==> src/sv/pidc_pkg.sv <==
// ----------------------------------------------------------------------------
// pidc_pkg
// Shared widths, register map, control word and status types for the PID
// regulator with per-term clamps.
// ----------------------------------------------------------------------------
package pidc_pkg;

  localparam int DATA_WIDTH     = 32;
  localparam int FRAC_BITS      = 16;
  localparam int INTEGRAL_WIDTH = 48;
  localparam int GAIN_W         = 16;
  localparam int STEP_W         = 32;
  localparam int LIMIT_W        = 15;
  localparam int LIM_W          = LIMIT_W + FRAC_BITS;
  localparam int MUL_A_W        = INTEGRAL_WIDTH;
  localparam int PROD_W         = MUL_A_W + GAIN_W;
  localparam int ADDR_W         = 5;
  localparam int PC_W           = 4;
  localparam int DIV_STEPS      = LIM_W;
  localparam int CNT_W          = $clog2(DIV_STEPS);

  typedef enum logic [2:0] {
    REG_GAIN_P       = 3'd0,
    REG_GAIN_I       = 3'd1,
    REG_GAIN_D       = 3'd2,
    REG_STEP_TIME    = 3'd3,
    REG_OUTPUT_LIMIT = 3'd4,
    REG_P_LIMIT      = 3'd5,
    REG_I_LIMIT      = 3'd6,
    REG_D_LIMIT      = 3'd7
  } reg_idx_t;

  typedef struct packed {
    logic [GAIN_W-1:0]  gain_p;
    logic [GAIN_W-1:0]  gain_i;
    logic [GAIN_W-1:0]  gain_d;
    logic [STEP_W-1:0]  step_time;
    logic [LIMIT_W-1:0] output_limit;
    logic [LIMIT_W-1:0] p_limit;
    logic [LIMIT_W-1:0] i_limit;
    logic [LIMIT_W-1:0] d_limit;
  } cfg_t;

  typedef enum logic [3:0] {
    OP_NOP      = 4'd0,
    OP_MUL      = 4'd1,
    OP_INC      = 4'd2,
    OP_INTEG    = 4'd3,
    OP_TERM_P   = 4'd4,
    OP_TERM_I   = 4'd5,
    OP_DIV_INIT = 4'd6,
    OP_DIV_STEP = 4'd7,
    OP_DIV_DONE = 4'd8,
    OP_SUM      = 4'd9,
    OP_OUT      = 4'd10
  } op_t;

  typedef enum logic [1:0] {
    A_MAG_E    = 2'd0,
    A_MAG_INT  = 2'd1,
    A_MAG_DIFF = 2'd2,
    A_DLIM1    = 2'd3
  } a_sel_t;

  typedef enum logic [2:0] {
    B_DT_LO  = 3'd0,
    B_DT_HI  = 3'd1,
    B_GAIN_P = 3'd2,
    B_GAIN_I = 3'd3,
    B_GAIN_D = 3'd4
  } b_sel_t;

  typedef enum logic [2:0] {
    C_NONE         = 3'd0,
    C_PREV_INVALID = 3'd1,
    C_NUM_ZERO     = 3'd2,
    C_OVERFLOW     = 3'd3,
    C_LOOP_MORE    = 3'd4
  } cond_t;

  typedef struct packed {
    op_t             op;
    a_sel_t          a_sel;
    b_sel_t          b_sel;
    logic            to_mreg;
    logic            add_hi;
    cond_t           cond;
    logic [PC_W-1:0] target;
    logic            last;
  } cw_t;

  typedef struct packed {
    logic prev_invalid;
    logic num_zero;
    logic overflow;
    logic loop_more;
    logic out_busy;
  } status_t;

endpackage

==> src/sv/pidc_regs.sv <==
// ----------------------------------------------------------------------------
// pidc_regs
// APB register file holding gains, step time and clamp limits.
// ----------------------------------------------------------------------------
module pidc_regs (
  input  logic                        clk,
  input  logic                        rst,
  input  logic                        psel,
  input  logic                        penable,
  input  logic                        pwrite,
  input  logic [pidc_pkg::ADDR_W-1:0] paddr,
  input  logic [31:0]                 pwdata,
  output logic [31:0]                 prdata,
  output logic                        pready,
  output pidc_pkg::cfg_t              cfg
);
  import pidc_pkg::*;

  logic     wr_en;
  reg_idx_t idx;

  assign pready = 1'b1;
  assign wr_en  = psel && penable && pwrite;
  assign idx    = reg_idx_t'(paddr[ADDR_W-1:2]);

  always_ff @(posedge clk) begin
    if (rst) begin
      cfg.gain_p       <= '0;
      cfg.gain_i       <= '0;
      cfg.gain_d       <= '0;
      cfg.step_time    <= STEP_W'(655);
      cfg.output_limit <= '1;
      cfg.p_limit      <= '1;
      cfg.i_limit      <= '1;
      cfg.d_limit      <= '1;
    end else if (wr_en) begin
      case (idx)
        REG_GAIN_P:       cfg.gain_p       <= pwdata[GAIN_W-1:0];
        REG_GAIN_I:       cfg.gain_i       <= pwdata[GAIN_W-1:0];
        REG_GAIN_D:       cfg.gain_d       <= pwdata[GAIN_W-1:0];
        REG_STEP_TIME:    cfg.step_time    <= pwdata[STEP_W-1:0];
        REG_OUTPUT_LIMIT: cfg.output_limit <= pwdata[LIMIT_W-1:0];
        REG_P_LIMIT:      cfg.p_limit      <= pwdata[LIMIT_W-1:0];
        REG_I_LIMIT:      cfg.i_limit      <= pwdata[LIMIT_W-1:0];
        REG_D_LIMIT:      cfg.d_limit      <= pwdata[LIMIT_W-1:0];
        default: ;
      endcase
    end
  end

  always_comb begin
    case (idx)
      REG_GAIN_P:       prdata = 32'(cfg.gain_p);
      REG_GAIN_I:       prdata = 32'(cfg.gain_i);
      REG_GAIN_D:       prdata = 32'(cfg.gain_d);
      REG_STEP_TIME:    prdata = 32'(cfg.step_time);
      REG_OUTPUT_LIMIT: prdata = 32'(cfg.output_limit);
      REG_P_LIMIT:      prdata = 32'(cfg.p_limit);
      REG_I_LIMIT:      prdata = 32'(cfg.i_limit);
      REG_D_LIMIT:      prdata = 32'(cfg.d_limit);
      default:          prdata = '0;
    endcase
  end

endmodule

==> src/sv/pidc_seq.sv <==
// ----------------------------------------------------------------------------
// pidc_seq
// Microcode sequencer: program ROM, step counter and conditional jumps.
// ----------------------------------------------------------------------------
module pidc_seq (
  input  logic              clk,
  input  logic              rst,
  input  logic              start,
  input  pidc_pkg::status_t status,
  output pidc_pkg::cw_t     cw,
  output logic              in_ready
);
  import pidc_pkg::*;

  typedef enum logic [1:0] {
    S_IDLE = 2'b01,
    S_RUN  = 2'b10
  } state_t;

  localparam logic [PC_W-1:0] PC_DIV_LOOP = PC_W'(12);
  localparam logic [PC_W-1:0] PC_SUM      = PC_W'(14);

  state_t          state, state_next;
  logic [PC_W-1:0] pc, pc_next;
  cw_t             rom_cw;
  logic            jump;
  logic            stall;

  function automatic cw_t mk(input op_t op, input a_sel_t a, input b_sel_t b,
                             input logic to_mreg, input logic add_hi,
                             input cond_t cond, input logic [PC_W-1:0] target,
                             input logic last);
    cw_t w;
    w.op      = op;
    w.a_sel   = a;
    w.b_sel   = b;
    w.to_mreg = to_mreg;
    w.add_hi  = add_hi;
    w.cond    = cond;
    w.target  = target;
    w.last    = last;
    return w;
  endfunction

  // program rom
  always_comb begin
    case (pc)
      4'd0:  rom_cw = mk(OP_MUL, A_MAG_E, B_DT_LO, 1'b0, 1'b0, C_NONE, '0, 1'b0);
      4'd1:  rom_cw = mk(OP_MUL, A_MAG_E, B_DT_HI, 1'b0, 1'b1, C_NONE, '0, 1'b0);
      4'd2:  rom_cw = mk(OP_INC, A_MAG_E, B_DT_LO, 1'b0, 1'b0, C_NONE, '0, 1'b0);
      4'd3:  rom_cw = mk(OP_INTEG, A_MAG_E, B_DT_LO, 1'b0, 1'b0, C_NONE, '0, 1'b0);
      4'd4:  rom_cw = mk(OP_MUL, A_MAG_E, B_GAIN_P, 1'b0, 1'b0, C_NONE, '0, 1'b0);
      4'd5:  rom_cw = mk(OP_TERM_P, A_MAG_E, B_DT_LO, 1'b0, 1'b0, C_NONE, '0, 1'b0);
      4'd6:  rom_cw = mk(OP_MUL, A_MAG_INT, B_GAIN_I, 1'b0, 1'b0, C_NONE, '0, 1'b0);
      4'd7:  rom_cw = mk(OP_TERM_I, A_MAG_E, B_DT_LO, 1'b0, 1'b0, C_PREV_INVALID,
                         PC_SUM, 1'b0);
      4'd8:  rom_cw = mk(OP_MUL, A_MAG_DIFF, B_GAIN_D, 1'b0, 1'b0, C_NONE, '0, 1'b0);
      4'd9:  rom_cw = mk(OP_MUL, A_DLIM1, B_DT_LO, 1'b1, 1'b0, C_NUM_ZERO,
                         PC_SUM, 1'b0);
      4'd10: rom_cw = mk(OP_MUL, A_DLIM1, B_DT_HI, 1'b1, 1'b1, C_NONE, '0, 1'b0);
      4'd11: rom_cw = mk(OP_DIV_INIT, A_MAG_E, B_DT_LO, 1'b0, 1'b0, C_OVERFLOW,
                         PC_SUM, 1'b0);
      4'd12: rom_cw = mk(OP_DIV_STEP, A_MAG_E, B_DT_LO, 1'b0, 1'b0, C_LOOP_MORE,
                         PC_DIV_LOOP, 1'b0);
      4'd13: rom_cw = mk(OP_DIV_DONE, A_MAG_E, B_DT_LO, 1'b0, 1'b0, C_NONE, '0, 1'b0);
      4'd14: rom_cw = mk(OP_SUM, A_MAG_E, B_DT_LO, 1'b0, 1'b0, C_NONE, '0, 1'b0);
      4'd15: rom_cw = mk(OP_OUT, A_MAG_E, B_DT_LO, 1'b0, 1'b0, C_NONE, '0, 1'b1);
      default: rom_cw = mk(OP_NOP, A_MAG_E, B_DT_LO, 1'b0, 1'b0, C_NONE, '0, 1'b1);
    endcase
  end

  always_comb begin
    case (rom_cw.cond)
      C_NONE:         jump = 1'b0;
      C_PREV_INVALID: jump = status.prev_invalid;
      C_NUM_ZERO:     jump = status.num_zero;
      C_OVERFLOW:     jump = status.overflow;
      C_LOOP_MORE:    jump = status.loop_more;
      default:        jump = 1'b0;
    endcase
  end

  // result word waits while the output register is still full
  assign stall    = (state == S_RUN) && (rom_cw.op == OP_OUT) && status.out_busy;
  assign in_ready = (state == S_IDLE);

  always_comb begin
    cw = rom_cw;
    if (state != S_RUN || stall) begin
      cw.op = OP_NOP;
    end
  end

  always_comb begin
    state_next = state;
    pc_next    = pc;
    case (state)
      S_IDLE: begin
        if (start) begin
          state_next = S_RUN;
          pc_next    = '0;
        end
      end
      S_RUN: begin
        if (!stall) begin
          if (rom_cw.last) begin
            state_next = S_IDLE;
            pc_next    = '0;
          end else if (jump) begin
            pc_next = rom_cw.target;
          end else begin
            pc_next = pc + 1'b1;
          end
        end
      end
      default: begin
        state_next = S_IDLE;
        pc_next    = '0;
      end
    endcase
  end

  always_ff @(posedge clk) begin
    if (rst) begin
      state <= S_IDLE;
      pc    <= '0;
    end else begin
      state <= state_next;
      pc    <= pc_next;
    end
  end

  a_idle_pc: assert property (@(posedge clk) disable iff (rst)
    (state == S_IDLE) |-> (pc == '0))
    else $error("step counter not at program start while idle");

  a_stall_hold: assert property (@(posedge clk) disable iff (rst)
    stall |=> (state == S_RUN) && (pc == $past(pc)))
    else $error("sequencer moved while result word was blocked");

  a_start_run: assert property (@(posedge clk) disable iff (rst)
    start |=> (state == S_RUN) && (pc == '0))
    else $error("sample word did not start the program");

endmodule

==> src/sv/pidc_dp.sv <==
// ----------------------------------------------------------------------------
// pidc_dp
// Datapath: shared 48x16 multiplier, accumulators, integral, term clamps,
// bit-serial divider and the output register.
// ----------------------------------------------------------------------------
module pidc_dp (
  input  logic                            clk,
  input  logic                            rst,
  input  pidc_pkg::cfg_t                  cfg,
  input  pidc_pkg::cw_t                   cw,
  input  logic                            start,
  input  logic                            clear,
  input  logic [pidc_pkg::DATA_WIDTH-1:0] error_value,
  output pidc_pkg::status_t               status,
  output logic                            out_valid,
  input  logic                            out_ready,
  output logic [pidc_pkg::DATA_WIDTH-1:0] correction
);
  import pidc_pkg::*;

  localparam int DW        = DATA_WIDTH;
  localparam int IW        = INTEGRAL_WIDTH;
  localparam int DIV_SHIFT = LIM_W - FRAC_BITS;
  localparam int SUM_W     = DW + 2;

  // operand and state registers
  logic [DW-1:0]       e_cur;
  logic [DW-1:0]       mag_e;
  logic                neg_e;
  logic [DW:0]         mag_diff;
  logic                neg_diff;
  logic [IW-1:0]       integral;
  logic [DW-1:0]       prev_err;
  logic                prev_valid;
  logic [PROD_W-1:0]   acc;
  logic [PROD_W-1:0]   mreg;
  logic [IW-1:0]       inc;
  logic [DW-1:0]       term_p;
  logic [DW-1:0]       term_i;
  logic [DW-1:0]       term_d;
  logic [DW-1:0]       sum_q;
  logic [STEP_W-1:0]   rem;
  logic [LIM_W-1:0]    nbits;
  logic [LIM_W-1:0]    quo;
  logic [CNT_W-1:0]    cnt;

  // combinational
  logic [DW:0]         diff;
  logic [IW-1:0]       mag_int;
  logic [DW-1:0]       dlim1;
  logic [MUL_A_W-1:0]  mul_a;
  logic [GAIN_W-1:0]   mul_b;
  logic [PROD_W-1:0]   prod;
  logic [PROD_W-1:0]   prod_hi;
  logic [IW-2:0]       inc_mag;
  logic [IW:0]         integ_sum;
  logic [IW-1:0]       integ_next;
  logic [STEP_W:0]     div_t;
  logic                div_ge;
  logic [STEP_W:0]     div_sub;
  logic [SUM_W-1:0]    sum_raw;
  logic [SUM_W-1:0]    olim;
  logic [DW-1:0]       sum_clamped;
  logic [LIM_W-1:0]    dlim;

  function automatic logic [DW-1:0] sat_term(input logic [PROD_W-1:0] m,
                                             input logic [LIM_W-1:0] lim,
                                             input logic neg);
    logic [LIM_W-1:0] c;
    c = (m > PROD_W'(lim)) ? lim : m[LIM_W-1:0];
    return neg ? (~DW'(c) + 1'b1) : DW'(c);
  endfunction

  assign diff    = {error_value[DW-1], error_value} - {prev_err[DW-1], prev_err};
  assign mag_int = integral[IW-1] ? (~integral + 1'b1) : integral;
  assign dlim    = {cfg.d_limit, {FRAC_BITS{1'b0}}};
  assign dlim1   = DW'(dlim) + 1'b1;

  always_comb begin
    case (cw.a_sel)
      A_MAG_E:    mul_a = MUL_A_W'(mag_e);
      A_MAG_INT:  mul_a = mag_int;
      A_MAG_DIFF: mul_a = MUL_A_W'(mag_diff);
      A_DLIM1:    mul_a = MUL_A_W'(dlim1);
      default:    mul_a = '0;
    endcase
  end

  always_comb begin
    case (cw.b_sel)
      B_DT_LO:  mul_b = cfg.step_time[GAIN_W-1:0];
      B_DT_HI:  mul_b = cfg.step_time[STEP_W-1:GAIN_W];
      B_GAIN_P: mul_b = cfg.gain_p;
      B_GAIN_I: mul_b = cfg.gain_i;
      B_GAIN_D: mul_b = cfg.gain_d;
      default:  mul_b = '0;
    endcase
  end

  assign prod    = mul_a * mul_b;
  assign prod_hi = {prod[PROD_W-GAIN_W-1:0], {GAIN_W{1'b0}}};

  // integral increment, magnitude clamped to the positive integral range
  assign inc_mag    = acc[PROD_W-1] ? '1 : acc[PROD_W-2:FRAC_BITS];
  assign integ_sum  = {integral[IW-1], integral} + {inc[IW-1], inc};
  always_comb begin
    if (integ_sum[IW] != integ_sum[IW-1]) begin
      integ_next = integ_sum[IW] ? {1'b1, {(IW-1){1'b0}}} : {1'b0, {(IW-1){1'b1}}};
    end else begin
      integ_next = integ_sum[IW-1:0];
    end
  end

  // restoring divide step
  assign div_t   = {rem, nbits[LIM_W-1]};
  assign div_ge  = div_t >= {1'b0, cfg.step_time};
  assign div_sub = div_t - {1'b0, cfg.step_time};

  assign sum_raw = {{2{term_p[DW-1]}}, term_p} + {{2{term_i[DW-1]}}, term_i}
                 + {{2{term_d[DW-1]}}, term_d};
  assign olim    = SUM_W'({cfg.output_limit, {FRAC_BITS{1'b0}}});
  always_comb begin
    if ($signed(sum_raw) > $signed(olim)) begin
      sum_clamped = olim[DW-1:0];
    end else if ($signed(sum_raw) < -$signed(olim)) begin
      sum_clamped = (~olim[DW-1:0]) + 1'b1;
    end else begin
      sum_clamped = sum_raw[DW-1:0];
    end
  end

  assign status.prev_invalid = !prev_valid;
  assign status.num_zero     = (acc == '0);
  assign status.overflow     = {acc, {FRAC_BITS{1'b0}}} >= {{FRAC_BITS{1'b0}}, mreg};
  assign status.loop_more    = (cnt != '0);
  assign status.out_busy     = out_valid && !out_ready;

  // control state
  always_ff @(posedge clk) begin
    if (rst) begin
      integral   <= '0;
      prev_err   <= '0;
      prev_valid <= 1'b0;
      out_valid  <= 1'b0;
    end else begin
      if (cw.op == OP_OUT) begin
        out_valid <= 1'b1;
      end else if (out_valid && out_ready) begin
        out_valid <= 1'b0;
      end
      if (clear) begin
        integral <= '0;
      end
      case (cw.op)
        OP_INTEG: integral <= integ_next;
        OP_OUT: begin
          prev_err   <= e_cur;
          prev_valid <= 1'b1;
        end
        default: ;
      endcase
    end
  end

  // working registers
  always_ff @(posedge clk) begin
    if (start) begin
      e_cur    <= error_value;
      neg_e    <= error_value[DW-1];
      mag_e    <= error_value[DW-1] ? (~error_value + 1'b1) : error_value;
      neg_diff <= diff[DW];
      mag_diff <= diff[DW] ? (~diff + 1'b1) : diff;
      term_d   <= '0;
    end
    case (cw.op)
      OP_MUL: begin
        if (cw.to_mreg) begin
          mreg <= cw.add_hi ? (mreg + prod_hi) : prod;
        end else begin
          acc <= cw.add_hi ? (acc + prod_hi) : prod;
        end
      end
      OP_INC:    inc    <= neg_e ? (~{1'b0, inc_mag} + 1'b1) : {1'b0, inc_mag};
      OP_TERM_P: term_p <= sat_term(acc, {cfg.p_limit, {FRAC_BITS{1'b0}}}, neg_e);
      OP_TERM_I: term_i <= sat_term(acc, {cfg.i_limit, {FRAC_BITS{1'b0}}},
                                    integral[IW-1]);
      OP_DIV_INIT: begin
        if (status.overflow) begin
          term_d <= sat_term(PROD_W'(dlim), dlim, neg_diff);
        end
        rem   <= acc[DIV_SHIFT+STEP_W-1:DIV_SHIFT];
        nbits <= {acc[DIV_SHIFT-1:0], {FRAC_BITS{1'b0}}};
        quo   <= '0;
        cnt   <= CNT_W'(DIV_STEPS - 1);
      end
      OP_DIV_STEP: begin
        rem   <= div_ge ? div_sub[STEP_W-1:0] : div_t[STEP_W-1:0];
        nbits <= {nbits[LIM_W-2:0], 1'b0};
        quo   <= {quo[LIM_W-2:0], div_ge};
        cnt   <= cnt - 1'b1;
      end
      OP_DIV_DONE: term_d <= sat_term(PROD_W'(quo), dlim, neg_diff);
      OP_SUM:      sum_q  <= sum_clamped;
      OP_OUT:      correction <= sum_q;
      default: ;
    endcase
  end

  a_out_bound: assert property (@(posedge clk) disable iff (rst)
    out_valid |-> ($signed(correction) <= $signed(olim[DW-1:0]))
              && ($signed(correction) >= -$signed(olim[DW-1:0])))
    else $error("correction word outside output limit");

  a_rem_bound: assert property (@(posedge clk) disable iff (rst)
    (cw.op == OP_DIV_STEP) |-> (rem < cfg.step_time))
    else $error("divider remainder not below step time");

  a_integ_only_idle_clear: assert property (@(posedge clk) disable iff (rst)
    clear |=> (integral == '0))
    else $error("clear word did not zero the integral");

endmodule

==> src/sv/pid_with_term_clamps.sv <==
// ----------------------------------------------------------------------------
// pid_with_term_clamps
// Q16.16 PID regulator: saturating integral, clamped P/I/D terms and a
// clamped sum, run by a microcoded sequencer over a shared datapath.
// A sample word without a previous sample skips the derivative term; the zero
// and saturated derivative paths end early, and the rest use the 31-step
// serial divide of the derivative term; a clear word starts no program.
// The next word is taken in the cycle after the program ends, so a sample
// word occupies the input until its program ends, longer while a result waits.
// Reset: registers to defaults, integral zero, no previous sample, no result.
// ----------------------------------------------------------------------------
module pid_with_term_clamps (
  input  logic        clk,
  input  logic        rst,
  input  logic        in_valid,
  output logic        in_ready,
  input  logic        kind,
  input  logic [31:0] error_value,
  output logic        out_valid,
  input  logic        out_ready,
  output logic [31:0] correction,
  input  logic        psel,
  input  logic        penable,
  input  logic        pwrite,
  input  logic [4:0]  paddr,
  input  logic [31:0] pwdata,
  output logic [31:0] prdata,
  output logic        pready
);
  import pidc_pkg::*;

  cfg_t    cfg;
  cw_t     cw;
  status_t status;
  logic    accept;
  logic    start;
  logic    clear;

  assign accept = in_valid && in_ready;
  assign start  = accept && !kind;
  assign clear  = accept && kind;

  pidc_regs u_regs (
    .clk     (clk),
    .rst     (rst),
    .psel    (psel),
    .penable (penable),
    .pwrite  (pwrite),
    .paddr   (paddr),
    .pwdata  (pwdata),
    .prdata  (prdata),
    .pready  (pready),
    .cfg     (cfg)
  );

  pidc_seq u_seq (
    .clk      (clk),
    .rst      (rst),
    .start    (start),
    .status   (status),
    .cw       (cw),
    .in_ready (in_ready)
  );

  pidc_dp u_dp (
    .clk         (clk),
    .rst         (rst),
    .cfg         (cfg),
    .cw          (cw),
    .start       (start),
    .clear       (clear),
    .error_value (error_value),
    .status      (status),
    .out_valid   (out_valid),
    .out_ready   (out_ready),
    .correction  (correction)
  );

endmodule

==> config.mk <==
export PLATFORM = sky130hd
export DESIGN_NAME = pid_with_term_clamps
export DESIGN_NICKNAME = d
export VERILOG_FILES = /design/src/sv/pidc_pkg.sv /design/src/sv/pidc_regs.sv /design/src/sv/pidc_seq.sv /design/src/sv/pidc_dp.sv /design/src/sv/pid_with_term_clamps.sv
export SDC_FILE = /design/constraint.sdc
export NUM_CORES = 2
export LEC_CHECK = 0
export BUFFER_PORTS_ARGS = -buffer_cell sky130_fd_sc_hd__clkbuf_2
export CORE_UTILIZATION = 42
export CTS_BUF_LIST = sky130_fd_sc_hd__clkbuf_16
export DETAILED_ROUTE_END_ITERATION = 12
export PLACE_DENSITY_LB_ADDON = 0.1
export SLEW_MARGIN = 25
export SYNTH_ARGS = -nofsm -noshare
export SYNTH_HDL_FRONTEND = slang
export SYNTH_SLANG_ARGS = --single-unit
==> constraint.sdc <==
create_clock -name clk -period 29 [get_ports clk]
set_clock_uncertainty 0.15 [all_clocks]
set_input_delay 1.45 -clock clk [delete_from_list [all_inputs] [get_ports clk]]
set_output_delay 1.45 -clock clk [all_outputs]
set_load 0.03 [all_outputs]
==> run summary <==
Top delay family on crit path: adder cells
max-slew violations: 0
vias in the first global route: 65600
chip height: 431 um
Warnings, synthesis: 0
largest net degree at the start of global routing: 73
Leak: 36.8 nW
post-synthesis register bit count: 761
fraction of layout cells with a size suffix above 1: 0.0714
GRT Overall Usage: 0.301
IO Count: 144
Commonest cells post-synth: nand2_1 (1258), inv_1 (922), fa_1 (649)
TritonCTS clock tree: done
startpoint types: register
post-place setup slack: 16.20 ns
RSZ-0062 raised after global routing: false
Post-Route WL: 282000 um
clock insertion delay at the later pin of the skew report: 0.78 ns
post-CTS sizing: 0
hold buffers post-CTS: 0
FMAX: 0.0770 GHz
slowest stage delay, CP: 0.81 ns
type of the worst min-delay path: register to register
Max-cap violations: 0
ys flop type: edfxtp_1
clk sink count: 761
vias: 65300
final cell count without fillers: 11400
dominant cell type by area after synthesis: edfxtp_1
Synth area leaders: edfxtp_1 (19%), fa_1 (17%), ha_1 (9.0%), dfxtp_1 (7.2%), nand2_1 (6.1%)
DRC: 0
Yosys top cell area share: 0.188
slowest CP cell: xnor2_1
EDFF count, synth: 484
DIE AREA: 186000 um^2
critical path fanouts, max: 10
clk buf depth: 3
PnR worst setup slack: 16.01 ns
post-route cell area: 84500 um^2
P&R area growth vs syn: 9.26%
dpl hpwl: 223000 um
standard-cell rows: 157
Max VDD drop: 0.173 mV
Placement Cell Area: 81100 um^2
Worst Path Buf+Inv: 7
final hold viol count: 0
Vias/cell: 5.73
Final Setup Violations: 0
Fin Hold WS: 0.262 ns
global-route wire length before repair: 419000 um
Remaining Overflow, GRT: 0
CTS Root Cell: clkbuf_16
Mean Syn Cell Area: 8.73 um^2
Critical Path AT: 13.35 ns
drt wl/cell: 24.8 um
Fin Setup TNS: 0 ns
# nets final: 10100
min Tclk post-route: 12.99 ns
Pwr Total: 8.20 mW
H-tree levels: 3
Crit path required time: 29.36 ns
Pre-antenna DRT Iters: 6
Placed Cells: 11200
die width: 431 um
CP endpoint kind: register
Placer Congestion: 0.986
sequential-to-total area share from yosys stat: 0.260
antenna-violating nets left: 0
Period Utilization, post-route: 0.448
postcts setup bufs: 0
net count after synthesis: 10100
Post-Syn Area: 77300 um^2
CTS clk-pin slew, worst paths: 0.06 ns
Slew HR: 0.263
Synth async-reset ratio: 0
Worst Tran Pin Value: 1.10 ns
crit path kind: register to register
most common cell in the netlist: nand2_1
initial antenna violation count: 11
core area: 183000 um^2
PD cells: 97.0 nW/um^2
IO buf count: 140
Core Util, Final: 0.462
Initial Utilization: 0.422
Syn Inst Count: 8862
drt initial violations: 5161
Netlist cell types: 90
TritonCTS buffer count: 94
outcome: finished, final reports clean
[worst register-to-register path: cells and delay by family, from the launching register on]
family	cells	cell delay [ns]
fa+ha+maj	8	3.93
compound gates	10	3.22
simple gates	14	3.21
xor+xnor	2	0.93
buf+inv	7	0.85
flops	1	0.46
[cell families (layout without fill, tap and decap cells)]
| kind of cell | count (synthesis) | in the layout | share of synthesized area |
|---|---|---|---|
| and+or+nand+nor | 2856 | 2856 | 0.168 |
| AOI/OAI and AO/OA | 2021 | 2021 | 0.170 |
| buffers and inverters | 1370 | 1415 | 0.0672 |
| adders and majority gates | 1203 | 1203 | 0.258 |
| DFF | 761 | 761 | 0.260 |
| xor gates and xnor gates | 518 | 518 | 0.0587 |
| muxes | 132 | 132 | 0.0195 |
| other | 1 | 15 | 0.0000485 |
[report_power, final]
group          switching [mW]  internal, mW  total, mW
Clock                   0.536         0.742       1.28
Combinational            3.57          2.06       5.64
Sequential             0.0103          1.28       1.29
Total                    4.12          4.08       8.20
[final timing paths]
check / endpoint / cells after the start / slack, ns / startpoint
worst min register to register: u_dp.correction[12] / 0 / 0.26 / u_dp.sum_q[12]
worst max register to register: u_dp.mreg[60] / 41 / 16.01 / u_dp.integral[10]
worst min-delay path: u_dp.correction[12] / 0 / 0.26 / u_dp.sum_q[12]
worst max-delay path: u_dp.mreg[60] / 41 / 16.01 / u_dp.integral[10]
[area by class of cell]
type	count	area [um^2]
Clock inverter	80	906
Timing Repair Buffer	311	2000
Sequential cell	761	20100
Tap cell	2464	3080
Multi-Input combinational cell	6731	52500
Inverter	928	3490
Antenna cell	14	35.0
Fill cell	18100	98600
Clock buffer	96	2400
[cells in the final DEF, fill, tap and decap left out, types with 243 or more instances in the layout]
master       n
nor2_1     635
o21ai_0    395
xnor2_1    293
inv_1      938
fa_1       649
nand2_1   1256
ha_1       554
a21oi_1    561
dfxtp_1    271
a21o_1     243
edfxtp_1   484
[flip-flops by register name, indices dropped and copies added, names as in the netlist, 33 cells and up]
name	cells
u_regs.cfg	140
u_dp.acc	64
u_dp.mreg	64
u_dp.inc	48
u_dp.integral	48
u_dp.mag_diff	33
[routing by layer]
| metal | global-route usage | vias up | part of all wire |
|---|---|---|---|
| met5 | 0 | - | 0.000039 |
| met4 | 0.185 | 2 | 0.066 |
| met3 | 0.0315 | 549 | 0.047 |
| met2 | 0.516 | 1959 | 0.49 |
| met1 | 0.363 | 32300 | 0.40 |
| li1 | - | 30500 | - |
(Power assumes the default switching activity.)
